==> src/design/rgbwf_pkg.sv <==
// ----------------------------------------------------------------------------
// rgbwf_pkg
// Shared types and constants for the RGBW LED fader with cube gamma.
// ----------------------------------------------------------------------------
package rgbwf_pkg;

  localparam int LEVEL_MAX_DEF = 1023;
  localparam int DUTY_W        = 10;
  localparam int TARGET_W      = 10;
  localparam int CFG_IDX_W     = 3;
  localparam int CFG_DATA_W    = 10;

  typedef enum logic [1:0] {
    CH_RED   = 2'd0,
    CH_GREEN = 2'd1,
    CH_BLUE  = 2'd2,
    CH_WHITE = 2'd3
  } chan_t;

  typedef enum logic [CFG_IDX_W-1:0] {
    REG_CYCLE_MODE   = 3'd0,
    REG_TARGET_RED   = 3'd1,
    REG_TARGET_GREEN = 3'd2,
    REG_TARGET_BLUE  = 3'd3,
    REG_TARGET_WHITE = 3'd4
  } cfg_reg_t;

  typedef struct packed {
    logic  latch;
    logic  update;
    logic  issue;
    chan_t ch;
    logic  advance;
    logic  load_out;
  } cmd_t;

  typedef struct packed {
    logic pipe_busy;
  } sts_t;

endpackage

==> src/design/rgbwf_gamma.sv <==
// ----------------------------------------------------------------------------
// rgbwf_gamma
// Pipelined active-low cube gamma: duty = floor((MAX-level)^3 / MAX^2).
// ----------------------------------------------------------------------------
module rgbwf_gamma
  import rgbwf_pkg::*;
#(
  parameter int LEVEL_MAX = LEVEL_MAX_DEF,
  localparam int LW = $clog2(LEVEL_MAX + 1)
) (
  input  logic          clk,
  input  logic          rst_n,
  input  logic          issue_valid,
  input  chan_t         issue_ch,
  input  logic [LW-1:0] issue_level,
  output logic          wr_valid,
  output chan_t         wr_ch,
  output logic [LW-1:0] wr_duty,
  output logic          busy
);

  localparam int SQ_W   = 2 * LW;
  localparam int CUBE_W = 3 * LW;
  localparam int RW     = LW + 2;
  localparam int PROD_W = CUBE_W + RW;
  localparam longint unsigned RECIP_FULL =
    (longint'(1) << CUBE_W) / (longint'(LEVEL_MAX) * longint'(LEVEL_MAX));
  localparam logic [SQ_W-1:0]   DIVISOR = SQ_W'(LEVEL_MAX * LEVEL_MAX);
  localparam logic [RW-1:0]     RECIP   = RW'(RECIP_FULL);
  localparam logic [LW-1:0]     LMAX    = LW'(LEVEL_MAX);

  logic [5:1]        v_r;
  chan_t             ch1_r, ch2_r, ch3_r, ch4_r, ch5_r;
  logic [LW-1:0]     inv_r, inv2_r;
  logic [SQ_W-1:0]   sq_r;
  logic [CUBE_W-1:0] cube_r, cube4_r, cube5_r, qd_r, rem;
  logic [PROD_W-1:0] prod_r;
  logic [LW-1:0]     q0_r;
  logic [LW-1:0]     inv;

  assign inv = (issue_level > LMAX) ? '0 : LMAX - issue_level;

  always_ff @(posedge clk) begin
    if (!rst_n) begin
      v_r <= '0;
    end else begin
      v_r <= {v_r[4:1], issue_valid};
    end
  end

  always_ff @(posedge clk) begin
    ch1_r   <= issue_ch;
    inv_r   <= inv;
    ch2_r   <= ch1_r;
    sq_r    <= inv_r * inv_r;
    inv2_r  <= inv_r;
    ch3_r   <= ch2_r;
    cube_r  <= sq_r * inv2_r;
    ch4_r   <= ch3_r;
    prod_r  <= cube_r * RECIP;
    cube4_r <= cube_r;
    ch5_r   <= ch4_r;
    q0_r    <= prod_r[CUBE_W +: LW];
    qd_r    <= prod_r[CUBE_W +: LW] * DIVISOR;
    cube5_r <= cube4_r;
  end

  // reciprocal estimate is low by at most one
  assign rem      = cube5_r - qd_r;
  assign wr_duty  = (rem >= CUBE_W'(DIVISOR)) ? q0_r + LW'(1) : q0_r;
  assign wr_valid = v_r[5];
  assign wr_ch    = ch5_r;
  assign busy     = |v_r;

endmodule

==> src/design/rgbwf_dpath.sv <==
// ----------------------------------------------------------------------------
// rgbwf_dpath
// Datapath: config registers, fade levels, color cycle phase, held duties.
// ----------------------------------------------------------------------------
module rgbwf_dpath
  import rgbwf_pkg::*;
#(
  parameter int LEVEL_MAX = LEVEL_MAX_DEF
) (
  input  logic                  clk,
  input  logic                  rst_n,
  input  logic                  cfg_we,
  input  logic [CFG_IDX_W-1:0]  cfg_index,
  input  logic [CFG_DATA_W-1:0] cfg_wdata,
  input  logic                  in_rgb_step,
  input  logic                  in_white_step,
  input  cmd_t                  cmd,
  output sts_t                  sts,
  output logic [DUTY_W-1:0]     out_duty_red,
  output logic [DUTY_W-1:0]     out_duty_green,
  output logic [DUTY_W-1:0]     out_duty_blue,
  output logic [DUTY_W-1:0]     out_duty_white
);

  localparam int LW = $clog2(LEVEL_MAX + 1);
  localparam int CW = (LW > TARGET_W) ? LW : TARGET_W;
  localparam logic [LW-1:0] LMAX = LW'(LEVEL_MAX);
  localparam logic [2:0] POS_RED   = 3'd2;
  localparam logic [2:0] POS_GREEN = 3'd1;
  localparam logic [2:0] POS_BLUE  = 3'd0;

  logic                cycle_mode_r;
  logic [TARGET_W-1:0] target_r [4];
  logic [LW-1:0]       level_r  [4];
  logic [LW-1:0]       held_r   [4];
  logic [LW-1:0]       phase_r;
  logic [1:0]          rot_r;
  logic                rgb_r, white_r;
  logic [DUTY_W-1:0]   out_red_r, out_green_r, out_blue_r, out_white_r;

  logic          issue_valid;
  logic [LW-1:0] issue_level;
  logic [2:0]    pos, rel;
  logic          wr_valid;
  chan_t         wr_ch;
  logic [LW-1:0] wr_duty;
  logic          busy;

  function automatic logic [LW-1:0] approach(input logic [LW-1:0] lvl,
                                             input logic [TARGET_W-1:0] tgt);
    logic [CW-1:0] tgt_w;
    logic [LW-1:0] tgt_c;
    tgt_w = CW'(tgt);
    tgt_c = (tgt_w > CW'(LEVEL_MAX)) ? LMAX : LW'(tgt_w);
    if (tgt_c > lvl) begin
      return lvl + LW'(1);
    end else if (tgt_c < lvl) begin
      return lvl - LW'(1);
    end
    return lvl;
  endfunction

  always_ff @(posedge clk) begin
    if (!rst_n) begin
      cycle_mode_r <= 1'b0;
      for (int i = 0; i < 4; i++) begin
        target_r[i] <= '0;
      end
    end else if (cfg_we) begin
      unique case (cfg_reg_t'(cfg_index))
        REG_CYCLE_MODE:   cycle_mode_r       <= cfg_wdata[0];
        REG_TARGET_RED:   target_r[CH_RED]   <= cfg_wdata;
        REG_TARGET_GREEN: target_r[CH_GREEN] <= cfg_wdata;
        REG_TARGET_BLUE:  target_r[CH_BLUE]  <= cfg_wdata;
        REG_TARGET_WHITE: target_r[CH_WHITE] <= cfg_wdata;
        default: ;
      endcase
    end
  end

  always_ff @(posedge clk) begin
    if (cmd.latch) begin
      rgb_r   <= in_rgb_step;
      white_r <= in_white_step;
    end
  end

  always_ff @(posedge clk) begin
    if (!rst_n) begin
      for (int i = 0; i < 4; i++) begin
        level_r[i] <= '0;
      end
    end else if (cmd.update) begin
      if (rgb_r && !cycle_mode_r) begin
        level_r[CH_RED]   <= approach(level_r[CH_RED],   target_r[CH_RED]);
        level_r[CH_GREEN] <= approach(level_r[CH_GREEN], target_r[CH_GREEN]);
        level_r[CH_BLUE]  <= approach(level_r[CH_BLUE],  target_r[CH_BLUE]);
      end
      if (white_r) begin
        level_r[CH_WHITE] <= approach(level_r[CH_WHITE], target_r[CH_WHITE]);
      end
    end
  end

  always_ff @(posedge clk) begin
    if (!rst_n) begin
      phase_r <= '0;
      rot_r   <= '0;
    end else if (cmd.advance && rgb_r && cycle_mode_r) begin
      if (phase_r == LMAX) begin
        phase_r <= '0;
        rot_r   <= (rot_r == 2'd2) ? 2'd0 : rot_r + 2'd1;
      end else begin
        phase_r <= phase_r + LW'(1);
      end
    end
  end

  // position of the channel in the blue, green, red order, relative to rotation
  always_comb begin
    unique case (cmd.ch)
      CH_RED:   pos = POS_RED;
      CH_GREEN: pos = POS_GREEN;
      default:  pos = POS_BLUE;
    endcase
    rel = pos + 3'd3 - {1'b0, rot_r};
    if (rel >= 3'd3) begin
      rel = rel - 3'd3;
    end
  end

  always_comb begin
    if (cmd.ch == CH_WHITE) begin
      issue_valid = cmd.issue && white_r;
      issue_level = level_r[CH_WHITE];
    end else begin
      issue_valid = cmd.issue && rgb_r;
      if (!cycle_mode_r) begin
        issue_level = level_r[cmd.ch];
      end else if (rel == 3'd0) begin
        issue_level = '0;
      end else if (rel == 3'd1) begin
        issue_level = LMAX - phase_r;
      end else begin
        issue_level = phase_r;
      end
    end
  end

  rgbwf_gamma #(
    .LEVEL_MAX (LEVEL_MAX)
  ) u_gamma (
    .clk         (clk),
    .rst_n       (rst_n),
    .issue_valid (issue_valid),
    .issue_ch    (cmd.ch),
    .issue_level (issue_level),
    .wr_valid    (wr_valid),
    .wr_ch       (wr_ch),
    .wr_duty     (wr_duty),
    .busy        (busy)
  );

  assign sts.pipe_busy = busy;

  always_ff @(posedge clk) begin
    if (!rst_n) begin
      for (int i = 0; i < 4; i++) begin
        held_r[i] <= LMAX;
      end
    end else if (wr_valid) begin
      held_r[wr_ch] <= wr_duty;
    end
  end

  always_ff @(posedge clk) begin
    if (cmd.load_out) begin
      out_red_r   <= DUTY_W'(held_r[CH_RED]);
      out_green_r <= DUTY_W'(held_r[CH_GREEN]);
      out_blue_r  <= DUTY_W'(held_r[CH_BLUE]);
      out_white_r <= DUTY_W'(held_r[CH_WHITE]);
    end
  end

  assign out_duty_red   = out_red_r;
  assign out_duty_green = out_green_r;
  assign out_duty_blue  = out_blue_r;
  assign out_duty_white = out_white_r;

endmodule

==> src/design/rgbwf_ctrl.sv <==
// ----------------------------------------------------------------------------
// rgbwf_ctrl
// Controller: sequences one tick through update, gamma issue and output.
// ----------------------------------------------------------------------------
module rgbwf_ctrl
  import rgbwf_pkg::*;
(
  input  logic clk,
  input  logic rst_n,
  input  logic in_valid,
  output logic in_stall,
  output logic out_valid,
  input  logic out_stall,
  output cmd_t cmd,
  input  sts_t sts
);

  typedef enum logic [2:0] {
    ST_IDLE,
    ST_UPDATE,
    ST_ISSUE,
    ST_DRAIN,
    ST_FINISH
  } state_t;

  state_t state_r, state_nxt;
  chan_t  ch_r, ch_nxt;
  logic   out_valid_r, out_valid_nxt;

  always_comb begin
    cmd          = '0;
    cmd.latch    = (state_r == ST_IDLE) && in_valid;
    cmd.update   = (state_r == ST_UPDATE);
    cmd.issue    = (state_r == ST_ISSUE);
    cmd.ch       = ch_r;
    cmd.advance  = (state_r == ST_ISSUE) && (ch_r == CH_WHITE);
    cmd.load_out = (state_r == ST_FINISH) && (!out_valid_r || !out_stall);
  end

  always_comb begin
    state_nxt = state_r;
    ch_nxt    = ch_r;
    unique case (state_r)
      ST_IDLE: begin
        if (in_valid) begin
          state_nxt = ST_UPDATE;
        end
      end
      ST_UPDATE: begin
        state_nxt = ST_ISSUE;
        ch_nxt    = CH_RED;
      end
      ST_ISSUE: begin
        ch_nxt = chan_t'(ch_r + 2'd1);
        if (ch_r == CH_WHITE) begin
          state_nxt = ST_DRAIN;
        end
      end
      ST_DRAIN: begin
        if (!sts.pipe_busy) begin
          state_nxt = ST_FINISH;
        end
      end
      ST_FINISH: begin
        if (cmd.load_out) begin
          state_nxt = ST_IDLE;
        end
      end
      default: state_nxt = ST_IDLE;
    endcase
  end

  always_comb begin
    priority if (cmd.load_out) begin
      out_valid_nxt = 1'b1;
    end else if (out_valid_r && !out_stall) begin
      out_valid_nxt = 1'b0;
    end else begin
      out_valid_nxt = out_valid_r;
    end
  end

  always_ff @(posedge clk) begin
    if (!rst_n) begin
      state_r     <= ST_IDLE;
      ch_r        <= CH_RED;
      out_valid_r <= 1'b0;
    end else begin
      state_r     <= state_nxt;
      ch_r        <= ch_nxt;
      out_valid_r <= out_valid_nxt;
    end
  end

  assign in_stall  = (state_r != ST_IDLE);
  assign out_valid = out_valid_r;

endmodule

==> src/design/rgbw_led_fader_gamma_core.sv <==
// ----------------------------------------------------------------------------
// rgbw_led_fader_gamma_core
// RGBW LED fader with rotating color crossfade and active-low cube gamma.
//
//   channel  direction  handshake             payload
//   in       input      in_valid / in_stall   in_rgb_step, in_white_step
//   out      output     out_valid / out_stall out_duty_red/green/blue/white
//   cfg      input      cfg_we                cfg_index, cfg_wdata
//
// The next tick is accepted once the previous result has been loaded, even
// while that result is stalled. Each tick runs an update step, issues the
// four channels one per cycle into the shared five-stage cube gamma
// pipeline, drains it and loads the output. Synchronous active-low reset;
// held duties reset to dark, the output registers are not. A stalled result
// blocks loading the next result only, not acceptance of the next tick.
// ----------------------------------------------------------------------------
module rgbw_led_fader_gamma_core
  import rgbwf_pkg::*;
#(
  parameter int LEVEL_MAX = LEVEL_MAX_DEF
) (
  input  logic                  clk,
  input  logic                  rst_n,
  input  logic                  cfg_we,
  input  logic [CFG_IDX_W-1:0]  cfg_index,
  input  logic [CFG_DATA_W-1:0] cfg_wdata,
  input  logic                  in_valid,
  output logic                  in_stall,
  input  logic                  in_rgb_step,
  input  logic                  in_white_step,
  output logic                  out_valid,
  input  logic                  out_stall,
  output logic [DUTY_W-1:0]     out_duty_red,
  output logic [DUTY_W-1:0]     out_duty_green,
  output logic [DUTY_W-1:0]     out_duty_blue,
  output logic [DUTY_W-1:0]     out_duty_white
);

  cmd_t cmd;
  sts_t sts;

  rgbwf_ctrl u_ctrl (
    .clk       (clk),
    .rst_n     (rst_n),
    .in_valid  (in_valid),
    .in_stall  (in_stall),
    .out_valid (out_valid),
    .out_stall (out_stall),
    .cmd       (cmd),
    .sts       (sts)
  );

  rgbwf_dpath #(
    .LEVEL_MAX (LEVEL_MAX)
  ) u_dpath (
    .clk            (clk),
    .rst_n          (rst_n),
    .cfg_we         (cfg_we),
    .cfg_index      (cfg_index),
    .cfg_wdata      (cfg_wdata),
    .in_rgb_step    (in_rgb_step),
    .in_white_step  (in_white_step),
    .cmd            (cmd),
    .sts            (sts),
    .out_duty_red   (out_duty_red),
    .out_duty_green (out_duty_green),
    .out_duty_blue  (out_duty_blue),
    .out_duty_white (out_duty_white)
  );

endmodule
==> config.mk <==
export PLATFORM = sky130hd
export DESIGN_NAME = rgbw_led_fader_gamma_core
export DESIGN_NICKNAME = d
export VERILOG_FILES = /design/src/design/rgbwf_pkg.sv /design/src/design/rgbwf_gamma.sv /design/src/design/rgbwf_dpath.sv /design/src/design/rgbwf_ctrl.sv /design/src/design/rgbw_led_fader_gamma_core.sv
export SDC_FILE = /design/constraint.sdc
export NUM_CORES = 1
export LEC_CHECK = 0
export ABC_AREA = 1
export BUFFER_PORTS_ARGS = -buffer_cell sky130_fd_sc_hd__buf_2
export CAP_MARGIN = 20
export CORE_ASPECT_RATIO = 0.6
export CORE_MARGIN = 2
export CORE_UTILIZATION = 40
export CTS_CLUSTER_DIAMETER = 50
export DETAILED_ROUTE_END_ITERATION = 10
export MAX_ROUTING_LAYER = met4
export PLACE_DENSITY = 0.57
export RECOVER_POWER = 50
export SYNTH_ARGS = -nofsm -noshare
export SYNTH_HDL_FRONTEND = slang
export SYNTH_SLANG_ARGS = --single-unit
==> constraint.sdc <==
create_clock -name clk -period 4.8 [get_ports clk]
set_clock_uncertainty 0.1 [all_clocks]
set_input_delay 0.24 -clock clk [delete_from_list [all_inputs] [get_ports clk]]
set_output_delay 0.24 -clock clk [all_outputs]
set_load 0.05 [all_outputs]
## Yosys cells after proc, flatten, opt, wreduce, memory -nomap -nowiden

Memories as Yosys holds them, arrays and structs flattened. A register that Yosys moved wholly into a read port is not among the register bits.
Index checks and enable logic that the tools add are counted.

- Register bits after elaboration: 245
- Latch bits: 0
- Bits in writable memories: 120
- Memory bits (read-only): 0
- Bits of input ports: 20
- Output and inout port bits: 42
- Memories: 3

- Add/subtract/negate cells: 18
- Multipliers: 4
- Divide/modulo/power cells: 0
- Magnitude comparators: 15
- Equal/unequal tests: 17
- Shift operators: 0
- Muxes and demuxes: 107
- Bitwise operators: 8
- Reduce and logical (&&, ||, !) cells: 25

Memory list:

| memory | words | bits a word | rd ports | clocked after Yosys merged registers in | write ports | RTL line | source |
|---|---|---|---|---|---|---|---|
| u_dpath.held_r | 4 | 10 | 4 | 4 | 4 | rgbwf_dpath.sv:35 | `logic [LW-1:0] held_r [4];` |
| u_dpath.level_r | 4 | 10 | 5 | 1 | 4 | rgbwf_dpath.sv:34 | `logic [LW-1:0] level_r [4];` |
| u_dpath.target_r | 4 | 10 | 4 | 0 | 4 | rgbwf_dpath.sv:33 | `logic [TARGET_W-1:0] target_r [4];` |

Operators by type and width:

| kind | count |
|---|---|
| two-way mux 10 bit | 43 |
| adder 10 x 1 -> 10 bit, second input constant | 6 |
| two-way mux 1 bit | 52 |
| greater-than comparator 10 bit, second input constant | 5 |
| greater-than comparator 10 bit | 4 |
| less-than comparator 10 bit | 4 |
| subtractor 10 x 1 -> 10 bit, second input constant | 4 |
| multiplier 30 x 10 -> 39 bit, second input constant | 1 |
| >= comparator 30 x 20 -> 1 bit, second input constant | 1 |
| multiplier 10 x 20 -> 30 bit, second input constant | 1 |
| multiplier 20 x 10 -> 30 bit | 1 |
| subtractor 30 bit | 1 |
| multiplier 10 x 10 -> 20 bit | 1 |
| subtractor 10 bit, first input constant | 2 |
| two-way mux 3 bit | 5 |
| case mux 3 bit (5 select lines) | 1 |
| equality test 3 x 2 -> 1 bit, second input constant | 4 |
| equality test 10 bit, second input constant | 1 |
| OR reduction 10 bit | 1 |
| equality test 3 x 1 -> 1 bit, second input constant | 3 |
| logical AND 1 bit | 9 |
| zero test 3 bit | 3 |
| two-way mux 2 bit | 4 |
| != test 2 bit, second input constant | 4 |
| 18 further kinds | 33 |

## Depth between registers and ports, before layout

Gate-level depths: netlist (run 1).
An unclocked memory read counts as a cell.

- Depth in word-level cells: 14
- Gate-level depth with buffers: 25
- Depth with buffers taken out: 23

## Modules after synthesis

A second synthesis (run 1) with hierarchy kept.

- Cell total of the unflattened synthesis: 3,494
- Area total of the unflattened synthesis: 28,551.1 um2

Modules (own cells, without submodules):

| module | times used | cells each | area an instance (um2) | sequential area each (um2) |
|---|---|---|---|---|
| rgbwf_gamma | 1 | 2,404 | 18,621.6 | 3,623.5 |
| rgbwf_dpath | 1 | 1,040 | 9,611.7 | 5,124.9 |
| rgbwf_ctrl | 1 | 50 | 317.8 | 120.1 |

## Worst setup path after synthesis (run 1)

Ideal clock, no wire load.

- Path kind: flip-flop to flip-flop
- Start point: register u_dpath.u_gamma.inv2_r[3]
- End point: register u_dpath.u_gamma.cube_r[19]
- Arrival: 5.051 ns
- Data required time: 4.579 ns
- Setup slack: -0.472 ns
- Stages on the path, launching flop included: 22
- Buffers on the path: 2
- Cells stage by stage: dfxtp_1 clkbuf_1 clkbuf_1 nand2_1 fa_1 inv_1 fa_1 inv_1 fa_1 fa_1 inv_1 fa_1 ha_1 a21oi_1 o21ai_0 a21oi_1 inv_1 a31oi_1 o21bai_1 nand3_1 nand2_1 xor2_1

- Longest elaborated chain between the ends: 1

RTL lines:

| what | RTL line | source |
|---|---|---|
| from (decl) | rgbwf_gamma.sv:34 | `logic [LW-1:0] inv_r, inv2_r;` |
| from (signal assigned) | rgbwf_gamma.sv:56 | `inv2_r <= inv_r;` |
| multiplier 20 x 10 -> 30 bit | rgbwf_gamma.sv:58 | `cube_r <= sq_r * inv2_r;` |
| to (signal assigned) | rgbwf_gamma.sv:58 |  |
| to (decl) | rgbwf_gamma.sv:36 | `logic [CUBE_W-1:0] cube_r, cube4_r, cube5_r, qd_r, rem;` |

Every way passes these cells.
A chain may end at the register's enable or synchronous reset.

## Final worst setup path (run 1)

- Start point: register u_dpath.u_gamma.inv2_r[3]
- End point: register u_dpath.u_gamma.cube_r[27]

The elaborated chain is that of the path after synthesis.

==> results.json, run 1 <==
{
  "status": "finished, violations left",
  "violations": "max-capacitance violations, max-slew violations, negative setup slack",
  "gp_congestion": 0.911,
  "crit_path_start_kind": "flip-flop",
  "syn_avg_cell_area_um2": 8.42,
  "synth_top_area_share_pct": 17.3,
  "critPathMaxFanout": 6,
  "grt_max_degree": 41,
  "postRouteWirelength_mm": 71.2,
  "synth_area_mm2": 0.0281,
  "first_pass_iters": 8,
  "clock-sinks": 364,
  "reg2reg_from": "u_dpath.u_gamma.inv2_r[3]",
  "hold_start": "u_dpath.u_gamma.ch2_r[0]",
  "synth-seq-cells": 364,
  "yosys_warnings": 0,
  "post-route-drc-count": 0,
  "hold_viol": 0,
  "tightest_slew_ns": 1.54,
  "finalSetupViolCount": 10,
  "gr-total-overflow": 0,
  "final.setup.tns_ns": -0.528,
  "synth_nets": 3894,
  "fillCellCount": 6676,
  "async_reset_ff_share_pct": 0,
  "area_growth_pct": 20.8,
  "setup_ws_ns": -0.122,
  "drt_iter0_drc": 1627,
  "setup.worst_path.class": "reg2reg",
  "wl_per_cell_um": 15.6,
  "cts_tree": "built",
  "drive_gt1_share_pct": 16.1,
  "nets": 4157,
  "maxCapViolCount": 1,
  "cts-buffers-inserted": 39,
  "met3_length_mm": 5.25,
  "rsz0062_at_grt": "true",
  "antenna_found_initial": 1,
  "synth_cell_types": 47,
  "synthTopCellsByArea": "edfxtp_1 (17%), fa_1 (16%), dfxtp_1 (14%), ha_1 (14%), nand2_1 (9.5%)",
  "insertion_delay_ns": 0.58,
  "r2r-end": "u_dpath.u_gamma.cube_r[27]",
  "clockBufferDepth": 3,
  "worstRegToRegCells": 20,
  "dieArea_mm2": 0.0725,
  "required_ns": 5.14,
  "max_freq_ghz": 0.203,
  "slew-limit-headroom_pct": -2.91,
  "place_hpwl_mm": 56.9,
  "path_clk_slew_ns": 0.06,
  "fp.dieW_um": 346,
  "min_period_ns": 4.92,
  "wl_met2_mm": 25.9,
  "cts_max_level": 2,
  "yosysTopAreaCell": "edfxtp_1",
  "place_worst_setup_slack_ns": -0.530,
  "placed_cells_incl_taps": 4428,
  "num_rows": 75,
  "die_h_um": 209,
  "start_util_pct": 40.3,
  "final_common_cell": "nand2_1",
  "vias": 21800,
  "instances_no_fill": 4557,
  "grt_pass1_wl_mm": 114,
  "cts_root_buf": "clkbuf_16",
  "hold-path-endpoint": "u_dpath.u_gamma.ch3_r[0]",
  "synth_ff_type": "dfxtp_1",
  "core_area_mm2": 0.0697,
  "grt_usage_pct": 20.4,
  "slew_viol_final": 30,
  "io_pins": 62,
  "io_buffers": 61,
  "fin_util_pct": 48.7,
  "reg2reg_slack_ns": -0.12,
  "grt_pass1_vias": 20900,
  "post-route-period-util_pct": 103,
  "hold_depth": 0,
  "dr.max_layer_used": "met4",
  "synth-edff-count": 162,
  "cp.arrival_ns": 5.26,
  "avgViaCountPerCell": 4.78,
  "mostFrequentLayoutCells": "nand2_1 (668), inv_1 (667), ha_1 (279)",
  "cp-end-kind": "flip-flop",
  "ys_seq_area_share_pct": 31.7,
  "wl_met1_mm": 39.3,
  "syn_inst": 3338,
  "ant_nets": 0,
  "hp-class": "reg2reg"
}
==> layout make-up <==
type                       count  area (um^2)  share of cell area (%)
timing repair buffer         323         2520                    7.43
antenna                        1         2.50                 0.00737
inverter                     706         2650                    7.81
sequential                   364         8970                    26.4
multi-input combinational   2167        17200                    50.8
clock inverter                26          365                    1.08
clock buffer                  46         1020                    3.01
tap                          924         1160                    3.41
==> logic make-up after synthesis <==
family | share of synthesized area (%)
flip-flops | 31.7
buffers and inverters | 10.9
adder cells (fa/ha/maj) | 29.7
AO/OA/AOI/OAI | 7.46
AND/OR/NAND/NOR | 17.3
XOR/XNOR | 2.90
multiplexers | 0.0401
==> how the worst max path moves through the flow <==
stage | from | to | slack [ns] | depth (start not counted)
6_report | u_dpath.u_gamma.inv2_r[3] | u_dpath.u_gamma.cube_r[27] | -0.12 | 20
5_1_grt | u_dpath.u_gamma.inv2_r[3] | u_dpath.u_gamma.cube_r[27] | -0.25 | 20
4_1_cts | u_dpath.u_gamma.inv2_r[3] | u_dpath.u_gamma.cube_r[27] | -0.04 | 20
3_5_place_dp | u_dpath.u_gamma.inv2_r[6] | u_dpath.u_gamma.cube_r[28] | -0.53 | 19
3_3_place_gp | u_dpath.u_gamma.inv2_r[6] | u_dpath.u_gamma.cube_r[28] | -0.48 | 19
2_1_floorplan | u_dpath.u_gamma.inv2_r[3] | u_dpath.u_gamma.cube_r[19] | -0.02 | 21
==> cell usage after synthesis (3+ instances only) <==
| cell type | count |
|---|---|
| nand2_1 | 714 |
| inv_1 | 699 |
| ha_1 | 317 |
| fa_1 | 219 |
| dfxtp_1 | 202 |
| a21oi_1 | 201 |
| nor2_1 | 188 |
| edfxtp_1 | 162 |
| nand3_1 | 132 |
| o21ai_0 | 132 |
| clkbuf_1 | 90 |
| xor2_1 | 64 |
| nand4_1 | 35 |
| xnor2_1 | 29 |
| nor3_1 | 28 |
| a21o_1 | 11 |
| a31oi_1 | 11 |
| nand3_4 | 10 |
| buf_1 | 8 |
| nand3b_1 | 7 |
| nor2_2 | 7 |
| o31ai_1 | 7 |
| nor4_1 | 6 |
| o21a_1 | 6 |
| o21bai_1 | 6 |
| o2111ai_1 | 5 |
| a211oi_1 | 4 |
| clkinv_1 | 4 |
| nand2_2 | 4 |
| or2_2 | 4 |
| and2_1 | 3 |
| inv_2 | 3 |
| nor3b_1 | 3 |
==> stage by stage <==
stage / instance area (um^2) / hold slack (ns)
finish: 33900 / 0.222
global route: 33900 / 0.229
CTS: 33400 / 0.0520
detailed placement: 30900 / 0.212
global placement: 30900 / 0.210
floorplan: 28400 / 0.210
==> worst max-delay path, cell delays in order (launching register included) <==
cell,delay [ns]
dfxtp_4,0.37
buf_12,0.13
buf_8,0.12
nand2_4,0.04
fa_1,0.47
inv_1,0.05
fa_1,0.46
fa_1,0.48
fa_1,0.51
inv_2,0.04
fa_1,0.51
inv_2,0.05
ha_4,0.27
nand4_1,0.21
nor3_4,0.25
nand4_1,0.21
nand3_4,0.15
nand3_2,0.07
nand2_2,0.06
a31oi_1,0.08
xor2_1,0.15
==> flip-flops by register name, summed over array words and instances (netlist names), 19 cells and up, named ones only <==
signal	cells
u_dpath.u_gamma.sq_r	19
u_dpath.target_r	40
u_dpath.u_gamma.qd_r	19
u_dpath.level_r	40
u_dpath.held_r	40
u_dpath.u_gamma.cube4_r	30
u_dpath.u_gamma.cube5_r	30
u_dpath.u_gamma.cube_r	30
==> metal layers <==
metal / global-route usage, % / vias up
met5: - / -
met4: 2.56 / 0
met3: 4.26 / 55
met2: 25.8 / 524
met1: 33.1 / 10200
li1: - / 11000
==> what timing repair did <==
action                     CTS  global route
cloned                       1             0
hold endpoints to repair    45             0
setup endpoints to repair   29            27
gates resized for setup    171           137
pin swaps                  115           122
hold buffers                15             0
buffers inserted            27            16
Power of run 1 is left out: the tool's default activity adds up to more than one toggle a clock period on the data nets, which glitch-free logic cannot reach.
==> inputs of run 2 (changes only) <==
CORE_UTILIZATION = 46   (was 40)
PLACE_DENSITY = 0.64   (was 0.57)
==> results.json, run 2 (same netlist as run 1, synthesis figures left out) <==
{
  "slew-limit-headroom_pct": 34.8,
  "min_period_ns": 4.99,
  "multi_input_area_mm2": 0.0172,
  "core_area_mm2": 0.0606,
  "cp_slowest_stage_delay_ns": 0.53,
  "required_ns": 5.15,
  "finalSetupViolCount": 13,
  "postRouteWirelength_mm": 71.3,
  "clock-sinks": 364,
  "antenna_found_initial": 0,
  "worstRegToRegCells": 19,
  "tightest_slew_ns": 0.974,
  "antenna_cells": 0,
  "insertion_delay_ns": 0.57,
  "io_buffers": 61,
  "hold_viol": 0,
  "reg2reg_slack_ns": -0.19,
  "gp_congestion": 0.965,
  "reg2reg_from": "u_dpath.u_gamma.inv2_r[6]",
  "path_cells": "buf_4, nand2_1, inv_1, fa_1, fa_1, fa_1, fa_1, inv_2, fa_1, inv_2, ha_4, nand4_1, nor3_4, nand4_1, nand3_2, nand3_2, nand2_2, a31oi_2, xor2_1",
  "stdcell_area_mm2": 0.0338,
  "post-route-period-util_pct": 104,
  "gr-total-overflow": 0,
  "cts_max_level": 2,
  "crit_path_start_kind": "flip-flop",
  "critPathMaxFanout": 4,
  "cts_root_buf": "clkbuf_16",
  "dieArea_mm2": 0.0631,
  "nets": 4150,
  "cts_tree": "built",
  "mostFrequentLayoutCells": "inv_1 (667), nand2_1 (664), ha_1 (285)",
  "avgViaCountPerCell": 4.94,
  "maxCapViolCount": 0,
  "fp.dieW_um": 323,
  "hold-path-endpoint": "u_dpath.u_gamma.v_r[2]",
  "crit_slowest_cell": "fa_1",
  "num_rows": 70,
  "post-route-drc-count": 0,
  "grt_usage_pct": 23.9,
  "path_common_cell": "fa_1",
  "status": "finished, violations left",
  "worstSetupStartpoint": "u_dpath.u_gamma.inv2_r[6]",
  "io_pins": 62,
  "vias": 22000,
  "max_freq_ghz": 0.200,
  "place_worst_setup_slack_ns": -0.515,
  "cts-buffers-inserted": 39,
  "cp-end-kind": "flip-flop",
  "place_hpwl_mm": 56.1,
  "slew_viol_final": 0,
  "fin_util_pct": 55.7,
  "drive_gt1_share_pct": 16.9,
  "ant_nets": 0,
  "setup.worst_path.class": "reg2reg",
  "cp.arrival_ns": 5.34,
  "grt_max_degree": 41,
  "area_growth_pct": 20.2,
  "r2r-end": "u_dpath.u_gamma.cube_r[27]",
  "hold_start": "rst_n",
  "start_util_pct": 46.4,
  "fillCellCount": 5485,
  "rsz0062_at_grt": "true",
  "drt_iter0_drc": 1713,
  "hp-class": "in2reg",
  "hold_depth": 3,
  "grt_pass1_vias": 21600,
  "placed_cell_area_mm2": 0.0307,
  "final_common_cell": "inv_1",
  "path_clk_slew_ns": 0.06,
  "wl_per_cell_um": 16.0,
  "grt_pass1_wl_mm": 116,
  "die_h_um": 195,
  "reg.largest.list": "u_dpath.held_r x40, u_dpath.level_r x40, u_dpath.target_r x40",
  "path_buf_inv": 4,
  "setup_ws_ns": -0.188,
  "cp_top_family": "adder cells",
  "violations": "negative setup slack",
  "clockBufferDepth": 3,
  "seq_area_mm2": 0.00899,
  "first_pass_iters": 5
}
[run 2: final cells by class]
class,count,area share (%)
Sequential cell,364,26.6
Clock inverter,19,0.793
Multi-Input combinational cell,2167,50.9
Clock buffer,53,3.23
Timing Repair Buffer,316,7.55
Inverter,706,7.85
Tap cell,828,3.07
[run 2: stage by stage]
stage	TNS (ns)	hold slack (ns)	instances
4_1_cts	-0.582	0.0807	4434
5_1_grt	-4.66	0.127	4453
3_5_place_dp	-6.16	0.212	4322
3_3_place_gp	-5.45	0.210	4322
2_1_floorplan	-0.0153	0.210	3338
6_report	-1.18	0.100	4453
[run 2: repair_timing]
action	CTS	global route
hold endpoints to repair	46	0
hold buffers	15	0
endpoints found under the setup margin	27	27
buffers inserted	26	20
resized for setup	179	121
pin swaps	131	85
gates cloned	1	0
[run 2: worst max path at each step]
stage | cells past startpoint | endpoint | slack, ns
6_report | 19 | u_dpath.u_gamma.cube_r[27] | -0.19
2_1_floorplan | 21 | u_dpath.u_gamma.cube_r[19] | -0.02
3_3_place_gp | 19 | u_dpath.u_gamma.cube_r[27] | -0.46
3_5_place_dp | 19 | u_dpath.u_gamma.cube_r[27] | -0.51
4_1_cts | 21 | u_dpath.u_gamma.cube_r[17] | -0.09
5_1_grt | 19 | u_dpath.u_gamma.cube_r[27] | -0.35
[run 2: worst register-to-register path: cells and delay by family (launching register included)]
kind            cells  cell delay, ns
xor+xnor            1            0.16
simple gates        7            1.10
compound gates      1            0.10
fa+ha+maj           6            2.77
flops               1            0.37
buf+inv             4            0.29
[run 2: metal layers]
metal  global-route usage (%)  share of wire (%)  up-vias
met2                     30.6                 37      583
met3                     5.01                7.6       57
met1                     38.4                 54    10300
met4                     3.46                1.1        0
li1                         -                  -    11000
met5                        -                  0        -
Power of run 2 is left out for the same reason.
